===== src/rtl/psq_pkg.sv =====
// Shared types and constants for the pitch scale quantizer.
// No dependencies; imported by every psq module.
`default_nettype none

package psq_pkg;

    localparam int unsigned FRAC_BITS   = 16;
    localparam int unsigned NOTE_BITS   = 7;
    localparam int unsigned PITCH_BITS  = NOTE_BITS + FRAC_BITS;
    localparam int unsigned CLASS_COUNT = 12;
    localparam int unsigned CLASS_BITS  = 4;
    localparam int unsigned QUEUE_DEPTH = 2;
    localparam int unsigned QPTR_BITS   = 1;
    localparam int unsigned QCNT_BITS   = 2;

    // Classified word passed from the front end to the back end.
    typedef struct packed {
        logic [PITCH_BITS-1:0] pitch;
        logic                  mask_empty;
        logic                  have_low;
        logic [NOTE_BITS-1:0]  low_note;
        logic                  have_high;
        logic [NOTE_BITS-1:0]  high_note;
    } t_entry;

    // note mod 12 for note < 128: quotient by reciprocal 171/2048, then subtract.
    function automatic logic [CLASS_BITS-1:0] class_of(input logic [NOTE_BITS-1:0] note);
        logic [14:0]          prod;
        logic [3:0]           quo;
        logic [NOTE_BITS-1:0] rem;
        prod = 15'(note) * 15'(171);
        quo  = prod[14:11];
        rem  = note - 7'(7'(quo) * 7'(CLASS_COUNT));
        return rem[CLASS_BITS-1:0];
    endfunction

endpackage

`default_nettype wire


===== src/rtl/pitch_scale_quantizer_top.sv =====
// Top level of the pitch scale quantizer: front end, queue, back end.
// Depends on psq_pkg, psq_front, psq_queue, psq_back.
//
//  channel  | handshake                | payload
//  ---------+--------------------------+----------------------------------
//  input    | i_valid / o_ready        | i_pitch_in[22:0] (7.16)
//  result   | o_valid / i_ready        | o_pitch_out[22:0], o_passed_through
//  config   | i_cfg_valid / o_cfg_ready| i_cfg_data[11:0] scale mask
//
// One word per cycle sustained while i_ready stays high; an accepted word
// goes into the queue and then into the output register, raising o_valid.
// The two-word queue sets how long the input stays ready while the result
// side stalls. Synchronous active-low reset empties the queue and output
// register and clears the mask.
// Config is always ready; write it only while the block is idle.
`default_nettype none

module pitch_scale_quantizer_top import psq_pkg::*; #(
    parameter int unsigned TOP_NOTE = 127
) (
    input  wire logic                   i_clk,
    input  wire logic                   i_rst_n,
    input  wire logic                   i_cfg_valid,
    output logic                        o_cfg_ready,
    input  wire logic [CLASS_COUNT-1:0] i_cfg_data,
    input  wire logic                   i_valid,
    output logic                        o_ready,
    input  wire logic [PITCH_BITS-1:0]  i_pitch_in,
    output logic                        o_valid,
    input  wire logic                   i_ready,
    output logic [PITCH_BITS-1:0]       o_pitch_out,
    output logic                        o_passed_through
);

    t_entry front_entry;
    t_entry queue_entry;
    logic   q_not_full;
    logic   q_not_empty;
    logic   q_pop;

    assign o_cfg_ready = 1'b1;
    assign o_ready     = q_not_full;

    psq_front #(
        .TOP_NOTE (TOP_NOTE)
    ) u_front (
        .i_clk       (i_clk),
        .i_rst_n     (i_rst_n),
        .i_cfg_valid (i_cfg_valid),
        .i_cfg_data  (i_cfg_data),
        .i_pitch     (i_pitch_in),
        .o_entry     (front_entry)
    );

    psq_queue u_queue (
        .i_clk       (i_clk),
        .i_rst_n     (i_rst_n),
        .i_push      (i_valid && q_not_full),
        .i_entry     (front_entry),
        .i_pop       (q_pop),
        .o_not_full  (q_not_full),
        .o_not_empty (q_not_empty),
        .o_entry     (queue_entry)
    );

    psq_back u_back (
        .i_clk            (i_clk),
        .i_rst_n          (i_rst_n),
        .i_valid          (q_not_empty),
        .i_entry          (queue_entry),
        .o_pop            (q_pop),
        .o_valid          (o_valid),
        .i_ready          (i_ready),
        .o_pitch_out      (o_pitch_out),
        .o_passed_through (o_passed_through)
    );

endmodule

`default_nettype wire


===== src/rtl/psq_front.sv =====
// Front end: holds the scale mask and classifies each pitch into its
// nearest allowed lower and upper notes. Depends on psq_pkg.
`default_nettype none

module psq_front import psq_pkg::*; #(
    parameter int unsigned TOP_NOTE = 127
) (
    input  wire logic                  i_clk,
    input  wire logic                  i_rst_n,
    input  wire logic                  i_cfg_valid,
    input  wire logic [CLASS_COUNT-1:0] i_cfg_data,
    input  wire logic [PITCH_BITS-1:0] i_pitch,
    output t_entry                     o_entry
);

    logic [CLASS_COUNT-1:0] r_scale_mask;
    logic [NOTE_BITS-1:0]   base;
    logic [CLASS_BITS-1:0]  cls;
    logic [CLASS_COUNT-1:0] lo_hit;
    logic [CLASS_COUNT-1:0] hi_hit;
    logic [CLASS_BITS-1:0]  lo_dist;
    logic [CLASS_BITS-1:0]  hi_dist;
    logic [4:0]             idx;
    logic [NOTE_BITS:0]     up_note;

    always_ff @(posedge i_clk) begin
        if (!i_rst_n) begin
            r_scale_mask <= '0;
        end else if (i_cfg_valid) begin
            r_scale_mask <= i_cfg_data;
        end
    end

    assign base = i_pitch[PITCH_BITS-1:FRAC_BITS];
    assign cls  = class_of(base);

    // One candidate per step of the 12-note window on each side.
    always_comb begin
        lo_hit  = '0;
        hi_hit  = '0;
        idx     = '0;
        up_note = '0;
        for (int d = 0; d < CLASS_COUNT; d++) begin
            idx = 5'(cls) + 5'(CLASS_COUNT) - 5'(d);
            if (idx >= 5'(CLASS_COUNT)) begin
                idx = idx - 5'(CLASS_COUNT);
            end
            lo_hit[d] = r_scale_mask[idx[CLASS_BITS-1:0]] && (7'(d) <= base);

            idx = 5'(cls) + 5'(d + 1);
            if (idx >= 5'(CLASS_COUNT)) begin
                idx = idx - 5'(CLASS_COUNT);
            end
            up_note   = {1'b0, base} + 8'(d + 1);
            hi_hit[d] = r_scale_mask[idx[CLASS_BITS-1:0]] && (up_note <= 8'(TOP_NOTE));
        end
    end

    // Nearest hit wins: scan from far to near so the last write is the closest.
    always_comb begin
        lo_dist = '0;
        hi_dist = '0;
        for (int d = CLASS_COUNT - 1; d >= 0; d--) begin
            if (lo_hit[d]) begin
                lo_dist = CLASS_BITS'(d);
            end
            if (hi_hit[d]) begin
                hi_dist = CLASS_BITS'(d + 1);
            end
        end
    end

    always_comb begin
        o_entry.pitch      = i_pitch;
        o_entry.mask_empty = (r_scale_mask == '0);
        o_entry.have_low   = |lo_hit;
        o_entry.low_note   = base - 7'(lo_dist);
        o_entry.have_high  = |hi_hit;
        o_entry.high_note  = base + 7'(hi_dist);
    end

endmodule

`default_nettype wire


===== src/rtl/psq_queue.sv =====
// Two-word queue of classified entries between front and back end.
// Depends on psq_pkg.
`default_nettype none

module psq_queue import psq_pkg::*; (
    input  wire logic   i_clk,
    input  wire logic   i_rst_n,
    input  wire logic   i_push,
    input  wire t_entry i_entry,
    input  wire logic   i_pop,
    output logic        o_not_full,
    output logic        o_not_empty,
    output t_entry      o_entry
);

    t_entry                r_mem [QUEUE_DEPTH];
    logic [QPTR_BITS-1:0]  r_wr_ptr, n_wr_ptr;
    logic [QPTR_BITS-1:0]  r_rd_ptr, n_rd_ptr;
    logic [QCNT_BITS-1:0]  r_count, n_count;

    assign o_not_full  = (r_count != QCNT_BITS'(QUEUE_DEPTH));
    assign o_not_empty = (r_count != '0);
    assign o_entry     = r_mem[r_rd_ptr];

    always_comb begin
        n_wr_ptr = i_push ? r_wr_ptr + 1'b1 : r_wr_ptr;
        n_rd_ptr = i_pop  ? r_rd_ptr + 1'b1 : r_rd_ptr;
        n_count  = r_count + QCNT_BITS'(i_push) - QCNT_BITS'(i_pop);
    end

    always_ff @(posedge i_clk) begin
        if (!i_rst_n) begin
            r_wr_ptr <= '0;
            r_rd_ptr <= '0;
            r_count  <= '0;
        end else begin
            r_wr_ptr <= n_wr_ptr;
            r_rd_ptr <= n_rd_ptr;
            r_count  <= n_count;
        end
    end

    always_ff @(posedge i_clk) begin
        if (i_push) begin
            r_mem[r_wr_ptr] <= i_entry;
        end
    end

endmodule

`default_nettype wire


===== src/rtl/psq_back.sv =====
// Back end: compares distances to the two candidates and holds the
// result in the output register. Depends on psq_pkg.
`default_nettype none

module psq_back import psq_pkg::*; (
    input  wire logic                  i_clk,
    input  wire logic                  i_rst_n,
    input  wire logic                  i_valid,
    input  wire t_entry                i_entry,
    output logic                       o_pop,
    output logic                       o_valid,
    input  wire logic                  i_ready,
    output logic [PITCH_BITS-1:0]      o_pitch_out,
    output logic                       o_passed_through
);

    logic                  r_valid;
    logic [PITCH_BITS-1:0] r_pitch_out, n_pitch_out;
    logic                  r_passed, n_passed;
    logic [PITCH_BITS-1:0] low_pitch;
    logic [PITCH_BITS-1:0] high_pitch;
    logic [PITCH_BITS-1:0] dist_low;
    logic [PITCH_BITS-1:0] dist_high;

    assign o_pop = i_valid && (!r_valid || i_ready);

    assign low_pitch  = {i_entry.low_note, FRAC_BITS'(0)};
    assign high_pitch = {i_entry.high_note, FRAC_BITS'(0)};
    assign dist_low   = i_entry.pitch - low_pitch;
    assign dist_high  = high_pitch - i_entry.pitch;

    always_comb begin
        n_passed = 1'b0;
        if (i_entry.mask_empty) begin
            n_pitch_out = i_entry.pitch;
            n_passed    = 1'b1;
        end else if (i_entry.have_high && (!i_entry.have_low || dist_high < dist_low)) begin
            n_pitch_out = high_pitch;
        end else if (i_entry.have_low) begin
            n_pitch_out = low_pitch;
        end else begin
            n_pitch_out = i_entry.pitch;
        end
    end

    always_ff @(posedge i_clk) begin
        if (!i_rst_n) begin
            r_valid <= 1'b0;
        end else if (o_pop) begin
            r_valid <= 1'b1;
        end else if (i_ready) begin
            r_valid <= 1'b0;
        end
    end

    always_ff @(posedge i_clk) begin
        if (o_pop) begin
            r_pitch_out <= n_pitch_out;
            r_passed    <= n_passed;
        end
    end

    assign o_valid          = r_valid;
    assign o_pitch_out      = r_pitch_out;
    assign o_passed_through = r_passed;

endmodule

`default_nettype wire


===== config.mk =====
export PLATFORM = sky130hd
export DESIGN_NAME = pitch_scale_quantizer_top
export DESIGN_NICKNAME = d
export VERILOG_FILES = /design/src/rtl/psq_pkg.sv /design/src/rtl/pitch_scale_quantizer_top.sv /design/src/rtl/psq_front.sv /design/src/rtl/psq_queue.sv /design/src/rtl/psq_back.sv
export SDC_FILE = /design/constraint.sdc
export NUM_CORES = 1
export LEC_CHECK = 0
export ABC_AREA = 1
export BUFFER_PORTS_ARGS = -buffer_cell sky130_fd_sc_hd__buf_2
export CORE_MARGIN = 3
export CORE_UTILIZATION = 49
export CTS_CLUSTER_SIZE = 30
export DETAILED_ROUTE_END_ITERATION = 16
export PLACE_DENSITY = 0.71
export REMOVE_ABC_BUFFERS = 1
export SETUP_SLACK_MARGIN = 0.1
export SYNTH_ARGS = -nofsm -noshare
export SYNTH_HDL_FRONTEND = slang
export SYNTH_SLANG_ARGS = --single-unit

===== constraint.sdc =====
create_clock -name i_clk -period 20.3 [get_ports i_clk]
set_input_delay 1.015 -clock i_clk [delete_from_list [all_inputs] [get_ports i_clk]]
set_output_delay 1.015 -clock i_clk [all_outputs]
set_load 0.01 [all_outputs]

==> results of run 1 <==
## critical path: cells and delay by family
kind	cells	cell delay, ns
buffers and inverters	6	0.89
AND/OR/NAND/NOR	14	1.38
XOR/XNOR	4	0.75
AO/OA/AOI/OAI	12	1.92
adder cells (fa/ha/maj)	10	3.29
## layer usage
layer,part of all wire,vias up,track usage
met3,0.039,42,0.0319
li1,-,4303,-
met2,0.48,212,0.363
met4,0.025,0,0.0773
met1,0.45,3790,0.272
met5,0,-,0
## logic make-up after synthesis
group	Yosys count
adders and majority gates	126
xor gates and xnor gates	56
and+or+nand+nor	474
AOI/OAI and AO/OA	248
muxes	21
buffers and inverters	185
DFF	122
other	1
## sequential cells by signal, summed over array words and instances (netlist names), named ones only
register                 flops
u_back.o_pitch_out          23
u_queue.r_mem               80
u_back.o_passed_through      1
u_front.r_scale_mask        12
u_back.o_valid               1
u_queue.r_rd_ptr             1
u_queue.r_count              2
u_queue.r_wr_ptr             1
## cell type report
type / count / share of cell area
multi-input cells: 926 / 0.520
flip-flops and latches: 122 / 0.310
inverters: 160 / 0.0534
clock buffers: 17 / 0.0378
repair buffers: 74 / 0.0349
well taps: 265 / 0.0295
clock inverters: 15 / 0.0146
diodes: 1 / 0.000222
## metrics by stage
step / utilization / hold WS [ns] / instances / worst slack, ns
CTS: 0.569 / 0.453 / 1579 / 11.27
global route: 0.569 / 0.477 / 1580 / 10.42
finish: 0.569 / 0.451 / 1580 / 11.18
detailed placement: 0.539 / 0.446 / 1547 / 10.88
floorplan: - / 0.425 / 1208 / 11.95
global placement: 0.539 / 0.430 / 1547 / 11.11
## layout by cell type (no fill, tap or decap), types with 6 or more instances in the layout
master,n
or2_2,13
edfxtp_1,104
clkbuf_16,17
ha_1,115
nand3_1,58
o211ai_1,11
o22ai_1,12
nand4_1,8
fa_1,11
a21oi_1,66
buf_2,65
nor2_1,71
o21ai_0,106
a31oi_1,6
o21ai_1,10
nand2_1,284
inv_6,6
xor2_1,46
buf_4,9
nand2_2,9
a21o_1,6
xnor2_1,8
dfxtp_1,17
clkinv_1,6
mux2i_1,20
nor2_4,6
inv_1,150
## worst paths after layout
check | endpoint | slack, ns | depth (start not counted)
min reg2reg | u_queue.r_rd_ptr$_SDFFE_PN0P_ | 0.45 | 1
min | u_queue.r_rd_ptr$_SDFFE_PN0P_ | 0.45 | 1
max reg2reg | u_back.o_pitch_out[22]$_DFFE_PP_ | 14.81 | 31
max | u_queue.r_mem[0][14]$_DFFE_PP_ | 11.18 | 46
==> metrics.txt, run 1 <==
top_reg_cell synth edfxtp_1; post-CTS setup buffer count 0; Post-synth top cells 284 x nand2_1, 150 x inv_1, 115 x ha_1, 106 x o21ai_0, 104 x edfxtp_1; synth warn 0; run status finished clean; Post-synth EDFFs 104; PortBufs 65; Setup TNS 0 ns; maxcap violations 0; GRT Resource Usage Total 0.212; Compound-Gate Fraction of Synth Area 0.141; Slew Limit Fails 0; top post-synthesis cells by area edfxtp_1 31%, ha_1 14%, nand2_1 11%, inv_1 5.6%, o21ai_0 5.3%; mux contribution to synthesized area 0.0213; area of the multi-input gates ~6000 sq um; initial DRC count 517; largest net degree at the start of global routing 42; hold path start u_queue.r_rd_ptr$_SDFFE_PN0P_; Layout area overhead 12.1%; Filler Cell Count about 1800; crit path from i_pitch_in[21]; RSZ-0062 raised after global routing false; DRT Pass-1 Iters 5; Skew-Pair Late Insertion Delay 0.42 ns; vias in the first global route about 8000; CP required a little over 20 ns; drt total wl between 20000 and 25000 um; routability congestion estimate 0.909; die area 22200 sq um; first-pass GRT wire length roughly 38000 um; CTS root buffer clkbuf_16; worst hold path type flip-flop to flip-flop; Seq/Total Area, Yosys 0.347; post-synth top area cell edfxtp_1; Synth Register Bits roughly 120; final antenna-violating net count 0; post-synthesis cell type count slightly below 60; Crit Path Category primary input to flip-flop; WP data arrival 9.26 ns; clk_skew approximately 0.016 ns; total core area between 15000 and 20000 sq um; largest family of logic cells by synthesized area simple AND/OR/NAND/NOR gates; Sink Count 122; nets 1467; CP Capture Type flip-flop; routed vias/inst approximately 5.3; H-tree depth 4; min Tclk post-route 9.12 ns; Ports 67; dominant cell by count in the synthesized netlist nand2_1; synthesized instance count between 1000 and 1500; Final HPWL DP 17600 um; max incr delay on CP 0.59 ns; Die X roughly 150 um; Die Ht 149 um; setup violators final 0; Resize count post-CTS 0; Synth Area in Simple Gates 0.203; adder-cell area share of the yosys netlist 0.165; crit share post-route 0.449; max_slew headroom 0.443; Startpoint Class primary input; Synth Area per Inst 8.14 sq um; Fmax achieved about 110 MHz; row cnt 51; share of post-route cells with drive strength above 1 0.113; initial antenna violation count 1; DR vias roughly 8300; initial core utilization 0.507; XOR/XNOR share of the synthesized area 0.0504; Async S/R FF share, synth 0; DR DRC count 0; CTS tree yes; WL per Instance about 15 um; Placement Cell Area 10700 sq um; CP max FO 19; Register Area 3480 sq um; slowest library cell on the worst path ha_1; Post-CTS Hold Buffers 0; Mapped Area 10000 sq um; final-report hold violation count 0; total gr overflow 0; Max clock buf depth 2; Worst Tran Pin Value 0.826 ns; cell repeated most along the worst path nand2_1; area share of the largest cell type after synthesis 0.311; total CTS buffers 17; design area 11200 sq um; Worst-path clk slew around 0.050 ns
Power of run 1 is left out: the tool's default activity adds up to more than one toggle a clock period on the data nets, which glitch-free logic cannot reach.
==> inputs of run 2 (changes only) <==
PLACE_DENSITY = 0.73   (was 0.71)
clock period = 7.8 ns   (was 20.3 ns; I/O delays follow)
==> run 2 against run 1 <==
Net effect: non-clock buffer count rose by 48; setup slack got worse by 11 ns; core utilization rose by 2.8 points; sequential share of layout area fell by 1.5 points; register-to-register slack got worse by 13 ns; clock-buffer cell count did not move; wire length rose by 4.6%; flip-flop and latch count did not move; die area did not move; first-iteration DRC count rose by 10%; hold slack got worse by 0.29 ns; largest cell class unchanged; highest routed layer unchanged.
==> metrics.txt, run 2 (synthesis gave the netlist of run 1 again) <==
GRT Resource Usage Total 0.217 (was 0.212); Worst Tran Pin Value 1.03 ns (was 0.826 ns); clk_skew 0.0115 ns (was 0.0161 ns); PortBufs 65 (unchanged); DRT Pass-1 Iters 5 (unchanged); CP max FO 7 (was 19); RSZ-0062 raised after global routing false (unchanged); Filler Cell Count 1741 (was 1775); WL per Instance 14.9 um (was 14.6 um); largest net degree at the start of global routing 42 (unchanged); max incr delay on CP 0.51 ns (was 0.59 ns); routed vias/inst 5.32 (was 5.28); CTS root buffer clkbuf_16 (unchanged); placed cell count 1590 (was 1547); Ports 67 (unchanged); Startpoint Class primary input (unchanged); final antenna-violating net count 0 (unchanged); H-tree depth 4 (unchanged); crit share post-route 0.924; Final HPWL DP 18600 um (was 17600 um); slowest library cell on the worst path fa_1 (was ha_1); Fmax achieved 139 MHz; Largest register FFs 80 (unchanged); CP required 7.95 ns (was 20.44 ns); maxcap violations 0 (unchanged); total CTS buffers 17 (unchanged); max_slew headroom 0.312 (was 0.443); Die Ht 149 um (unchanged); drt total wl 24200 um (was 23100 um); Skew-Pair Late Insertion Delay 0.42 ns (about the same); initial core utilization 0.507 (unchanged); Sink Count 122 (unchanged); run status finished clean (unchanged); Die X 149 um (unchanged); cell repeated most along the worst path nand2_1 (unchanged); total core area 19800 sq um (unchanged); routability congestion estimate 0.996 (was 0.909); initial antenna violation count 0 (was 1); Slew Limit Fails 0 (unchanged); final-report hold violation count 0 (unchanged); setup violators final 0 (unchanged); Diodes inserted 0 (was 1); nets 1515 (was 1467); DR vias 8653 (was 8347); WP data arrival 7.36 ns (was 9.26 ns); CP Capture Type flip-flop (unchanged); DR DRC count 0 (unchanged); first-pass GRT wire length 39100 um (was 38100 um); share of post-route cells with drive strength above 1 0.170 (was 0.113); total gr overflow 0 (unchanged); Layout area overhead 17.6% (was 12.1%); Max clock buf depth 2 (unchanged); commonest cells after routing, fill and taps aside 284 x nand2_1, 149 x inv_1, 110 x ha_1 (was 284 x nand2_1, 150 x inv_1, 115 x ha_1); Crit Path Category primary input to flip-flop (unchanged); min Tclk post-route 7.21 ns; Top reg by flops u_queue.r_mem (unchanged); Worst-path clk slew 0.06 ns (was 0.05 ns); CTS tree yes (unchanged); most common cell after layout, fill and taps aside nand2_1 (unchanged); Post-Layout Cell Count 1627 (was 1580); die area 22200 sq um (unchanged); row cnt 51 (unchanged); initial DRC count 571 (was 517); vias in the first global route 8031 (was 7906); worst hold path type primary input to flip-flop (was flip-flop to flip-flop)
## run 2: cell count changes in the layout (fill, tap and decap cells not counted), sizes merged
cell	before	now
buf	74	122
inv	162	164
clkinv	8	9
bufinv	2	1
diode	1	0
clkinvlp	3	1
## run 2: final cells by class
type / instances / area, sq um / area share
timing repair buffer: 122 / 769 / 0.0652
clock inverter: 15 / 155 / 0.0131
tap: 265 / 332 / 0.0281
multi-input combinational: 926 / 6030 / 0.511
clock buffer: 17 / 425 / 0.0360
inverter: 160 / 601 / 0.0509
sequential: 122 / 3480 / 0.295
## run 2: critical path, delay by kind of cell
family                   cells  cell delay (ns)
buffers and inverters        8             0.76
XOR/XNOR                     4             0.79
adder cells (fa/ha/maj)     10             3.20
AND/OR/NAND/NOR             13             1.09
AO/OA/AOI/OAI                6             1.12
## run 2: stage by stage
step	setup TNS [ns]	hold slack (ns)	instance area (sq um)	setup WS [ns]	util
final	0	0.162	11800	0.592	0.597
after floorplan	0	0.425	9910	0.0756	-
after global placement	0	0.431	11000	0.0729	0.556
after CTS	0	0.146	11600	0.180	0.585
after global routing	0	0.148	11800	0.0812	0.597
after detailed placement	-0.741	0.453	11000	-0.228	0.556
## run 2: worst paths after layout
check	startpoint	slack, ns	end	cells past startpoint
max	i_pitch_in[20]	0.59	u_queue.r_mem[0][14]$_DFFE_PP_	41
max reg2reg	flip-flop	1.97	u_back.o_pitch_out[22]$_DFFE_PP_	30
min reg2reg	u_queue.r_rd_ptr$_SDFFE_PN0P_	0.48	u_queue.r_rd_ptr$_SDFFE_PN0P_	1
min	i_pitch_in[9]	0.16	u_queue.r_mem[1][26]$_DFFE_PP_	1
## run 2: timing repair
action                                  in CTS  in global routing
hold buffers                                 0                  0
endpoints found under the setup margin       0                 18
buffers inserted                             0                  5
resized for setup                            0                 46
## run 2: routing by layer
metal | GRT usage | share of wire | wire length (um) | vias up
met2 | 0.383 | 0.50 | 12100 | 188
met3 | 0.0356 | 0.042 | 1010 | 30
met4 | 0.0632 | 0.019 | 451 | 0
li1 | - | - | - | 4404
met5 | 0 | 0 | 0 | -
met1 | 0.275 | 0.44 | 10600 | 4031
Power of run 2 is left out for the same reason.
